==> src/rtl/core/itr_pkg.sv <==
`timescale 1ns / 1ps
// ----------------------------------------------------------------------------
// itr_pkg
// Shared widths, constants, control types and the digit character map for
// the integer to radix text converter.
// ----------------------------------------------------------------------------

package itr_pkg;

  localparam int DEF_VALUE_BITS = 32;
  localparam int RADIX_W        = 6;
  localparam int CHAR_W         = 8;

  localparam logic [RADIX_W-1:0] RADIX_RESET = 6'd10;
  localparam logic [RADIX_W-1:0] RADIX_MIN   = 6'd2;
  localparam logic [RADIX_W-1:0] RADIX_MAX   = 6'd36;
  localparam logic [RADIX_W-1:0] SIGN_RADIX  = 6'd10;

  localparam logic [CHAR_W-1:0] CHAR_MINUS = 8'h2d;
  localparam logic [CHAR_W-1:0] CHAR_ZERO  = 8'h30;
  localparam logic [CHAR_W-1:0] CHAR_ALPHA = 8'h57;  // 'a' minus ten
  localparam logic [CHAR_W-1:0] CHAR_NONE  = 8'h00;

  // control from the sequencer to the digit row
  typedef struct packed {
    logic load;   // clear the row and load the operand
    logic run;    // one conversion step
    logic shift;  // move digits one place toward the top
  } itr_ctrl_t;

  typedef struct packed {
    logic               done;       // final conversion step this cycle
    logic [RADIX_W-1:0] top_digit;  // most significant digit cell
  } itr_stat_t;

  // digit value to lower-case ascii
  function automatic logic [CHAR_W-1:0] digit_char(input logic [RADIX_W-1:0] d);
    logic [CHAR_W-1:0] dd;
    dd = {{(CHAR_W-RADIX_W){1'b0}}, d};
    if (d < 6'd10) begin
      return CHAR_ZERO + dd;
    end
    return CHAR_ALPHA + dd;
  endfunction

endpackage

==> src/rtl/core/itr_cell.sv <==
`timescale 1ns / 1ps
// ----------------------------------------------------------------------------
// itr_cell
// One digit cell: doubles its digit plus a carry in, reduces by the radix
// and registers the carry out for the next cell.
// ----------------------------------------------------------------------------

module itr_cell import itr_pkg::*; (
  input  logic               clk_i,
  input  logic               clear_i,
  input  logic               active_i,
  input  logic               shift_i,
  input  logic               carry_i,
  input  logic [RADIX_W-1:0] shift_in_i,
  input  logic [RADIX_W-1:0] radix_i,
  output logic [RADIX_W-1:0] digit_o,
  output logic               carry_o
);

  logic [RADIX_W-1:0] digit_q, digit_d;
  logic               carry_q, carry_d;
  logic [RADIX_W:0]   dbl;
  logic               ge;

  always_comb begin
    dbl     = {digit_q, carry_i};
    ge      = (dbl >= {1'b0, radix_i});
    digit_d = digit_q;
    carry_d = carry_q;
    if (clear_i) begin
      digit_d = '0;
      carry_d = 1'b0;
    end else if (active_i) begin
      if (ge) begin
        digit_d = RADIX_W'(dbl - {1'b0, radix_i});
      end else begin
        digit_d = dbl[RADIX_W-1:0];
      end
      carry_d = ge;
    end else if (shift_i) begin
      digit_d = shift_in_i;
    end
  end

  always_ff @(posedge clk_i) begin
    digit_q <= digit_d;
    carry_q <= carry_d;
  end

  assign digit_o = digit_q;
  assign carry_o = carry_q;

endmodule

==> src/rtl/core/itr_digits.sv <==
`timescale 1ns / 1ps
// ----------------------------------------------------------------------------
// itr_digits
// Operand shift register feeding a skewed row of digit cells, one operand
// bit per cycle, with the step counter that retires each cell in turn.
// ----------------------------------------------------------------------------

module itr_digits import itr_pkg::*; #(
  parameter int VALUE_BITS = DEF_VALUE_BITS
) (
  input  logic                  clk_i,
  input  logic                  rst_ni,
  input  itr_ctrl_t             ctrl_i,
  input  logic [VALUE_BITS-1:0] operand_i,
  input  logic [RADIX_W-1:0]    radix_i,
  output itr_stat_t             stat_o
);

  localparam int NDIG  = VALUE_BITS;
  localparam int CNT_W = $clog2(2 * VALUE_BITS);
  localparam logic [CNT_W-1:0] CNT_LAST = CNT_W'(2 * VALUE_BITS - 2);

  logic [VALUE_BITS-1:0] sh_q, sh_d;
  logic [CNT_W-1:0]      cnt_q, cnt_d;
  logic [RADIX_W-1:0]    digit [NDIG];
  logic [NDIG-2:0]       carry;

  always_comb begin
    sh_d  = sh_q;
    cnt_d = cnt_q;
    if (ctrl_i.load) begin
      sh_d  = operand_i;
      cnt_d = '0;
    end else if (ctrl_i.run) begin
      sh_d  = {sh_q[VALUE_BITS-2:0], 1'b0};
      cnt_d = cnt_q + CNT_W'(1);
    end
  end

  always_ff @(posedge clk_i or negedge rst_ni) begin
    if (!rst_ni) begin
      cnt_q <= '0;
    end else begin
      cnt_q <= cnt_d;
    end
  end

  always_ff @(posedge clk_i) begin
    sh_q <= sh_d;
  end

  for (genvar i = 0; i < NDIG; i++) begin : g_cell
    logic               act;
    logic               cin;
    logic [RADIX_W-1:0] sin;

    assign act = ctrl_i.run && (cnt_q < CNT_W'(i + VALUE_BITS));

    if (i == 0) begin : g_first
      assign cin = sh_q[VALUE_BITS-1];
      assign sin = '0;
    end else begin : g_next
      assign cin = carry[i-1];
      assign sin = digit[i-1];
    end

    if (i == NDIG - 1) begin : g_top
      itr_cell u_cell (
        .clk_i      (clk_i),
        .clear_i    (ctrl_i.load),
        .active_i   (act),
        .shift_i    (ctrl_i.shift),
        .carry_i    (cin),
        .shift_in_i (sin),
        .radix_i    (radix_i),
        .digit_o    (digit[i]),
        .carry_o    ()
      );
    end else begin : g_mid
      itr_cell u_cell (
        .clk_i      (clk_i),
        .clear_i    (ctrl_i.load),
        .active_i   (act),
        .shift_i    (ctrl_i.shift),
        .carry_i    (cin),
        .shift_in_i (sin),
        .radix_i    (radix_i),
        .digit_o    (digit[i]),
        .carry_o    (carry[i])
      );
    end
  end

  assign stat_o.done      = ctrl_i.run && (cnt_q == CNT_LAST);
  assign stat_o.top_digit = digit[NDIG-1];

endmodule

==> src/rtl/core/integer_to_radix_text.sv <==
`timescale 1ns / 1ps
// ----------------------------------------------------------------------------
// integer_to_radix_text
// Converts an operand to ascii text in a programmable radix, one character
// per output transfer, most significant digit first.
// ----------------------------------------------------------------------------
// usage
//   input channel: value_i and req_type_i, transfer when in_valid_i is high
//   and in_stall_o is low. radix is written with radix_we_i / radix_wdata_i
//   while the block is idle; reset value is ten.
//   output channel: out_char_o, last_o, bad_radix_o, transfer when
//   out_valid_o is high and out_stall_i is low. last_o marks the final
//   character of a value's text.
//   operation: the bit-serial cell row takes one operand bit per cycle,
//   skewed by the carry register between neighbouring cells; then the digit
//   row shifts out one skipped leading zero, or one character while the
//   receiver is not stalling, per cycle. a bad radix gives one error
//   transfer once the output register is free. a minus sign goes out first,
//   during the conversion unless the receiver stalls past it. the next input
//   is taken as soon as the last character is in the output register. a
//   stalled receiver holds the output register and pauses the character
//   shift. reset empties the output and returns to idle.
// ----------------------------------------------------------------------------

module integer_to_radix_text import itr_pkg::*; #(
  parameter int VALUE_BITS = DEF_VALUE_BITS
) (
  input  logic                  clk_i,
  input  logic                  rst_ni,
  input  logic                  radix_we_i,
  input  logic [RADIX_W-1:0]    radix_wdata_i,
  input  logic                  in_valid_i,
  output logic                  in_stall_o,
  input  logic [VALUE_BITS-1:0] value_i,
  input  logic                  req_type_i,
  output logic                  out_valid_o,
  input  logic                  out_stall_i,
  output logic [CHAR_W-1:0]     out_char_o,
  output logic                  last_o,
  output logic                  bad_radix_o
);

  localparam int NDIG = VALUE_BITS;
  localparam int K_W  = $clog2(NDIG);

  localparam logic [1:0] ST_IDLE = 2'd0;
  localparam logic [1:0] ST_CONV = 2'd1;
  localparam logic [1:0] ST_EMIT = 2'd2;
  localparam logic [1:0] ST_ERR  = 2'd3;

  logic [1:0]            state_q, state_d;
  logic [RADIX_W-1:0]    radix_q, radix_d;
  logic                  neg_q, neg_d;
  logic                  started_q, started_d;
  logic [K_W-1:0]        k_q, k_d;
  logic                  out_valid_q, out_valid_d;
  logic [CHAR_W-1:0]     out_char_q, out_char_d;
  logic                  last_q, last_d;
  logic                  bad_q, bad_d;

  logic                  in_xfer;
  logic                  slot_free;
  logic                  radix_ok;
  logic                  skip;
  logic                  step;
  logic [VALUE_BITS-1:0] operand;
  itr_ctrl_t             ctrl;
  itr_stat_t             stat;

  assign in_stall_o = (state_q != ST_IDLE);
  assign in_xfer    = in_valid_i && !in_stall_o;
  assign slot_free  = !out_valid_q || !out_stall_i;
  assign radix_ok   = (radix_q >= RADIX_MIN) && (radix_q <= RADIX_MAX);

  always_comb begin
    radix_d = radix_q;
    if (radix_we_i) begin
      radix_d = radix_wdata_i;
    end
  end

  // magnitude for a negative signed decimal operand
  always_comb begin
    operand = value_i;
    if (req_type_i && (radix_q == SIGN_RADIX) && value_i[VALUE_BITS-1]) begin
      operand = VALUE_BITS'(~value_i + VALUE_BITS'(1));
    end
  end

  assign skip = (stat.top_digit == '0) && !started_q && (k_q != '0);
  assign step = (state_q == ST_EMIT) && !neg_q && (slot_free || skip);

  always_comb begin
    state_d     = state_q;
    neg_d       = neg_q;
    started_d   = started_q;
    k_d         = k_q;
    out_valid_d = out_valid_q;
    out_char_d  = out_char_q;
    last_d      = last_q;
    bad_d       = bad_q;
    ctrl        = '0;

    if (slot_free) begin
      out_valid_d = 1'b0;
    end

    case (state_q)
      ST_IDLE: begin
        if (in_xfer) begin
          if (!radix_ok) begin
            state_d = ST_ERR;
          end else begin
            state_d   = ST_CONV;
            ctrl.load = 1'b1;
            neg_d     = req_type_i && (radix_q == SIGN_RADIX) && value_i[VALUE_BITS-1];
            started_d = 1'b0;
          end
        end
      end
      ST_CONV: begin
        ctrl.run = 1'b1;
        if (stat.done) begin
          state_d = ST_EMIT;
          k_d     = K_W'(NDIG - 1);
        end
      end
      ST_EMIT: begin
        if (step) begin
          ctrl.shift = 1'b1;
          k_d        = k_q - K_W'(1);
          if (!skip) begin
            started_d   = 1'b1;
            out_valid_d = 1'b1;
            out_char_d  = digit_char(stat.top_digit);
            last_d      = (k_q == '0);
            bad_d       = 1'b0;
          end
          if (k_q == '0) begin
            state_d = ST_IDLE;
          end
        end
      end
      ST_ERR: begin
        if (slot_free) begin
          out_valid_d = 1'b1;
          out_char_d  = CHAR_NONE;
          last_d      = 1'b1;
          bad_d       = 1'b1;
          state_d     = ST_IDLE;
        end
      end
      default: begin
        state_d = ST_IDLE;
      end
    endcase

    // minus sign goes ahead of every digit
    if (neg_q && slot_free && ((state_q == ST_CONV) || (state_q == ST_EMIT))) begin
      neg_d       = 1'b0;
      out_valid_d = 1'b1;
      out_char_d  = CHAR_MINUS;
      last_d      = 1'b0;
      bad_d       = 1'b0;
    end
  end

  always_ff @(posedge clk_i or negedge rst_ni) begin
    if (!rst_ni) begin
      state_q     <= ST_IDLE;
      radix_q     <= RADIX_RESET;
      neg_q       <= 1'b0;
      started_q   <= 1'b0;
      k_q         <= '0;
      out_valid_q <= 1'b0;
    end else begin
      state_q     <= state_d;
      radix_q     <= radix_d;
      neg_q       <= neg_d;
      started_q   <= started_d;
      k_q         <= k_d;
      out_valid_q <= out_valid_d;
    end
  end

  always_ff @(posedge clk_i) begin
    out_char_q <= out_char_d;
    last_q     <= last_d;
    bad_q      <= bad_d;
  end

  itr_digits #(
    .VALUE_BITS (VALUE_BITS)
  ) u_digits (
    .clk_i     (clk_i),
    .rst_ni    (rst_ni),
    .ctrl_i    (ctrl),
    .operand_i (operand),
    .radix_i   (radix_q),
    .stat_o    (stat)
  );

  assign out_valid_o = out_valid_q;
  assign out_char_o  = out_char_q;
  assign last_o      = last_q;
  assign bad_radix_o = bad_q;

`ifndef SYNTH
  a_bad_goes_err: assert property (@(posedge clk_i) disable iff (!rst_ni)
    in_xfer && !radix_ok |=> state_q == ST_ERR)
    else $error("bad radix did not enter error state");

  a_conv_to_emit: assert property (@(posedge clk_i) disable iff (!rst_ni)
    state_q == ST_CONV && stat.done |=> state_q == ST_EMIT && k_q == K_W'(NDIG - 1))
    else $error("conversion end did not start emission at top digit");

  a_minus_not_last: assert property (@(posedge clk_i) disable iff (!rst_ni)
    out_valid_q && out_char_q == CHAR_MINUS |-> !last_q && !bad_q)
    else $error("minus sign flagged as last or error");

  a_idle_no_sign: assert property (@(posedge clk_i) disable iff (!rst_ni)
    state_q == ST_IDLE |-> !neg_q)
    else $error("minus sign still pending at idle");

  a_err_char: assert property (@(posedge clk_i) disable iff (!rst_ni)
    out_valid_q && bad_q |-> last_q && out_char_q == CHAR_NONE)
    else $error("error transfer malformed");
`endif

endmodule

==> config.mk <==
export PLATFORM = sky130hd
export DESIGN_NAME = integer_to_radix_text
export DESIGN_NICKNAME = d
export VERILOG_FILES = /design/src/rtl/core/itr_pkg.sv /design/src/rtl/core/itr_cell.sv /design/src/rtl/core/itr_digits.sv /design/src/rtl/core/integer_to_radix_text.sv
export SDC_FILE = /design/constraint.sdc
export NUM_CORES = 1
export LEC_CHECK = 0
export BUFFER_PORTS_ARGS = -buffer_cell sky130_fd_sc_hd__buf_4
export CAP_MARGIN = 30
export CORE_MARGIN = 2
export CORE_UTILIZATION = 60
export CTS_CLUSTER_DIAMETER = 120
export DETAILED_ROUTE_END_ITERATION = 10
export PLACE_DENSITY_LB_ADDON = 0.2
export SETUP_SLACK_MARGIN = 0.2
export SYNTH_ARGS = -nofsm -noshare
export SYNTH_HDL_FRONTEND = slang
export SYNTH_SLANG_ARGS = --single-unit
==> constraint.sdc <==
create_clock -name clk_i -period 5.4 [get_ports clk_i]
set_input_delay 0.27 -clock clk_i [delete_from_list [all_inputs] [get_ports clk_i]]
set_output_delay 0.27 -clock clk_i [all_outputs]
set_load 0.05 [all_outputs]
==> impl_metrics.env <==
export IMPL_grt_antenna_before_repair=0
export IMPL_min_delay_start="radix_we_i"
export IMPL_p_per_area_mw_per_mm2=732
export IMPL_wl_per_cell_um=20.0
export IMPL_nFillCells=3293
export IMPL_fin_skew_ns=0.0171
export IMPL_drtPass1Iterations=5
export IMPL_reg2reg_depth=8
export IMPL_period_minus_slack_ns=3.67
export IMPL_vias=23000
export IMPL_synth_area_leaders="dfxtp_1, ha_1, mux2i_1"
export IMPL_p_switching_mw=9.22
export IMPL_clkTransAtPathRegs_ns=0.06
export IMPL_syn2layout_area_growth_pct=8.89
export IMPL_rsz0062_at_grt="no"
export IMPL_io_pins=56
export IMPL_ys_ff_latch=287
export IMPL_clk_latency_ns=0.56
export IMPL_avgSynthCellArea_um2=8.39
export IMPL_synth_top_area_share_pct=19.1
export IMPL_synth_top_cell_by_area="dfxtp_1"
export IMPL_die_y_um=206
export IMPL_regArea_mm2=0.00618
export IMPL_switching_share_pct=47.3
export IMPL_drt_iter0_markers=2018
export IMPL_intPower_mw=10.3
export IMPL_setup_viol=0
export IMPL_die_area_mm2=0.0424
export IMPL_postCtsSetupBuffers=0
export IMPL_vdd_ir_drop_worst_uv=477
export IMPL_numClockSinks=287
export IMPL_initial_core_util_pct=61.1
export IMPL_track_usage_pct=32.5
export IMPL_via_per_inst=6.65
export IMPL_slew_limit_headroom_pct=28.9
export IMPL_finalHoldViolCount=0
export IMPL_die_w_um=206
export IMPL_clock_path_buffers=3
export IMPL_path_class="reg2reg"
export IMPL_synthXorXnorAreaFrac_pct=4.69
export IMPL_grt_pass1_vias=22300
export IMPL_synth_most_common_cell="nor2_1"
export IMPL_grt_overflow=0
export IMPL_drt_total_wl_um=69200
export IMPL_finalSetupTns_ns=0
export IMPL_reg2reg_slack_ns=1.73
export IMPL_hold_class="in2reg"
export IMPL_grt_pass1_wl_um=113000
export IMPL_port_buffers=55
export IMPL_synth_nets=3196
export IMPL_ys_async_sr_fraction_pct=7.67
export IMPL_pwr_share_seq_pct=22.2
export IMPL_path_delay_family="compound AO/OA/AOI/OAI gates"
export IMPL_final_nets=3193
export IMPL_synth_top_family_by_area="compound AO/OA/AOI/OAI gates"
export IMPL_synthFlopType="dfxtp_1"
export IMPL_status="complete, no violations"
export IMPL_max_stage_delay_ns=0.67
export IMPL_core_area_mm2=0.0400
export IMPL_slew_violations=0
export IMPL_synth_warnings=0
export IMPL_root_buffer="clkbuf_16"
export IMPL_ant_nets=0
export IMPL_cp_end_kind="register"
export IMPL_holdPathStages=2
export IMPL_fin_crit_sh_pct=68.0
export IMPL_yosysSeqAreaShare_pct=25.3
export IMPL_tightest_slew_ns=1.07
export IMPL_gp_congestion=0.926
export IMPL_path_buf_inv=2
export IMPL_rows=73
export IMPL_critPathMaxFanout=21
export IMPL_dpl_worst_slack_ns=1.78
export IMPL_grt_max_degree=113
export IMPL_yosys_area_share_simple_pct=19.1
export IMPL_dp_hpwl_um=45600
export IMPL_numCtsBuffers=36
export IMPL_start_kind="register"
export IMPL_path_cells="inv_2, buf_4, ha_1, a21o_1, a211o_1, a41oi_1, mux2_2, a211oi_1"
export IMPL_holdPathEnd="radix_q[0]"
export IMPL_worstPathRequired_ns=5.87
export IMPL_drc_errors=0
export IMPL_synth_area_mm2=0.0244
export IMPL_combPwrFrac_pct=64.0
export IMPL_synth_distinct_cells=77
export IMPL_fmaxAchievable_mhz=273
export IMPL_synth_compound_area_share_pct=24.7
export IMPL_layout_drive_gt1_share_pct=8.28
export IMPL_arrival_ns=4.14
export IMPL_synthAdderAreaFrac_pct=13.3
export IMPL_diodes=0
export IMPL_p_leak_nw=11.4
export IMPL_multi_input_area_mm2=0.0173
export IMPL_cts_tree="yes"
export IMPL_synth_mux_area_share_pct=8.89
export IMPL_regToRegEndpoint="u_digits.g_cell[17].g_mid.u_cell.digit_o[1]"
export IMPL_clkPwrFrac_pct=13.8
export IMPL_drv_cap=0
export IMPL_syn_inst=2912
export IMPL_synth_edf_count=32
export IMPL_layout_setup_ws_ns=1.73
export IMPL_r2r_start="radix_q[4]"
export IMPL_whs_ns=0.0613
export IMPL_synthTopCellsByCount="nor2_1, dfxtp_1, ha_1"
export IMPL_h_tree_depth=2
export IMPL_cp_slowest_cell="a41oi_1"
[power groups by stage]
stage	logic [mW]	clock network, mW	registers [mW]
2_1_floorplan	9.76	0	4.06
3_3_place_gp	11.6	0	4.29
3_5_place_dp	12.2	0	4.32
4_1_cts	12.3	2.70	4.29
5_1_grt	13.8	2.78	4.44
6_report	12.5	2.69	4.33
[per-stage QoR]
step | utilization (%) | instance area [um^2] | power (mW) | cells
after floorplan | - | 24400 | 13.8 | 2912
after global placement | 62.8 | 25100 | 15.9 | 3376
after global routing | 66.5 | 26600 | 21.0 | 3460
final | 66.5 | 26600 | 19.5 | 3460
after CTS | 66.5 | 26600 | 19.3 | 3458
after detailed placement | 62.9 | 25200 | 16.5 | 3381
[what timing repair did]
item | 4_1_cts | 5_1_grt
endpoints found under the hold margin | 28 | 0
setup endpoints to repair | 0 | 0
resized for setup | 0 | 0
hold buffers | 13 | 0
[final cells by class]
class,count,share of cell area [%]
multi-input combinational,2394,65.2
sequential,287,23.2
clock buffer,44,3.80
timing repair buffer,94,2.94
tap,525,2.47
inverter,96,1.35
clock inverter,20,1.05
[layout by cell type, fill, tap and decap left out, types with 17 or more instances in the layout]
cell type	n
clkbuf_16	37
edfxtp_1	32
inv_1	91
o311ai_0	21
nor4_1	18
fa_1	32
nor2b_1	79
dfrtp_1	19
a31oi_1	53
nor3_1	31
a211oi_1	153
nand4_1	20
nor2_1	251
nand2_1	180
buf_4	78
nor3b_1	25
a211o_1	27
nand3_1	68
ha_1	207
nand2b_1	64
o21ai_0	125
mux2_2	32
dfxtp_1	233
mux2i_1	181
a21o_1	61
xor2_1	87
a41oi_1	23
a221oi_1	25
and3_1	53
or3_1	17
or4_1	48
o22ai_1	55
a21oi_1	207
xnor2_1	44
[sequential cells by signal, summed over array words and instances, names as in the netlist]
name and cells:
u_digits.g_cell.g_mid.u_cell.digit_o 186, out_valid_o 1, started_q 1, state_q 2, neg_q 1, bad_radix_o 1, k_q 5, radix_q 6
u_digits.g_cell.g_mid.u_cell.carry_o 31, last_o 1, out_char_o 8, u_digits.g_cell.g_top.u_cell.digit_o 6, u_digits.cnt_q 6, u_digits.sh_q 32
[per-layer routing]
metal / wire (um) / part of all wire, % / global-route usage [%] / vias to the layer above
met5: 0 / 0 / 0 / -
met1: 30600 / 44 / 43.2 / 11000
met2: 32200 / 47 / 54.3 / 793
li1: - / - / - / 11000
met3: 4300 / 6.2 / 4.43 / 162
met4: 2090 / 3.0 / 10.9 / 0
[kinds of logic (layout without fill, tap and decap cells)]
| group | Yosys count | count (layout) |
|---|---|---|
| muxes | 213 | 213 |
| DFF | 287 | 287 |
| buffers and inverters | 231 | 254 |
| AOI/OAI and AO/OA | 895 | 895 |
| and+or+nand+nor | 915 | 915 |
| xor gates and xnor gates | 131 | 131 |
| adders and majority gates | 240 | 240 |
[worst max-delay path by stage]
stage	from	to	slack, ns	depth (start not counted)
floorplan	radix_q[1]	u_digits.g_cell[11].g_mid.u_cell.digit_o[1]	1.52	7
global placement	radix_q[1]	u_digits.sh_q[15]	1.87	6
detailed placement	radix_q[4]	u_digits.g_cell[17].g_mid.u_cell.digit_o[1]	1.78	8
CTS	radix_q[4]	u_digits.g_cell[17].g_mid.u_cell.digit_o[1]	1.76	8
global route	radix_q[4]	u_digits.g_cell[22].g_mid.u_cell.digit_o[1]	1.58	8
finish	radix_q[4]	u_digits.g_cell[17].g_mid.u_cell.digit_o[1]	1.73	8
(Power assumes the default switching activity.)
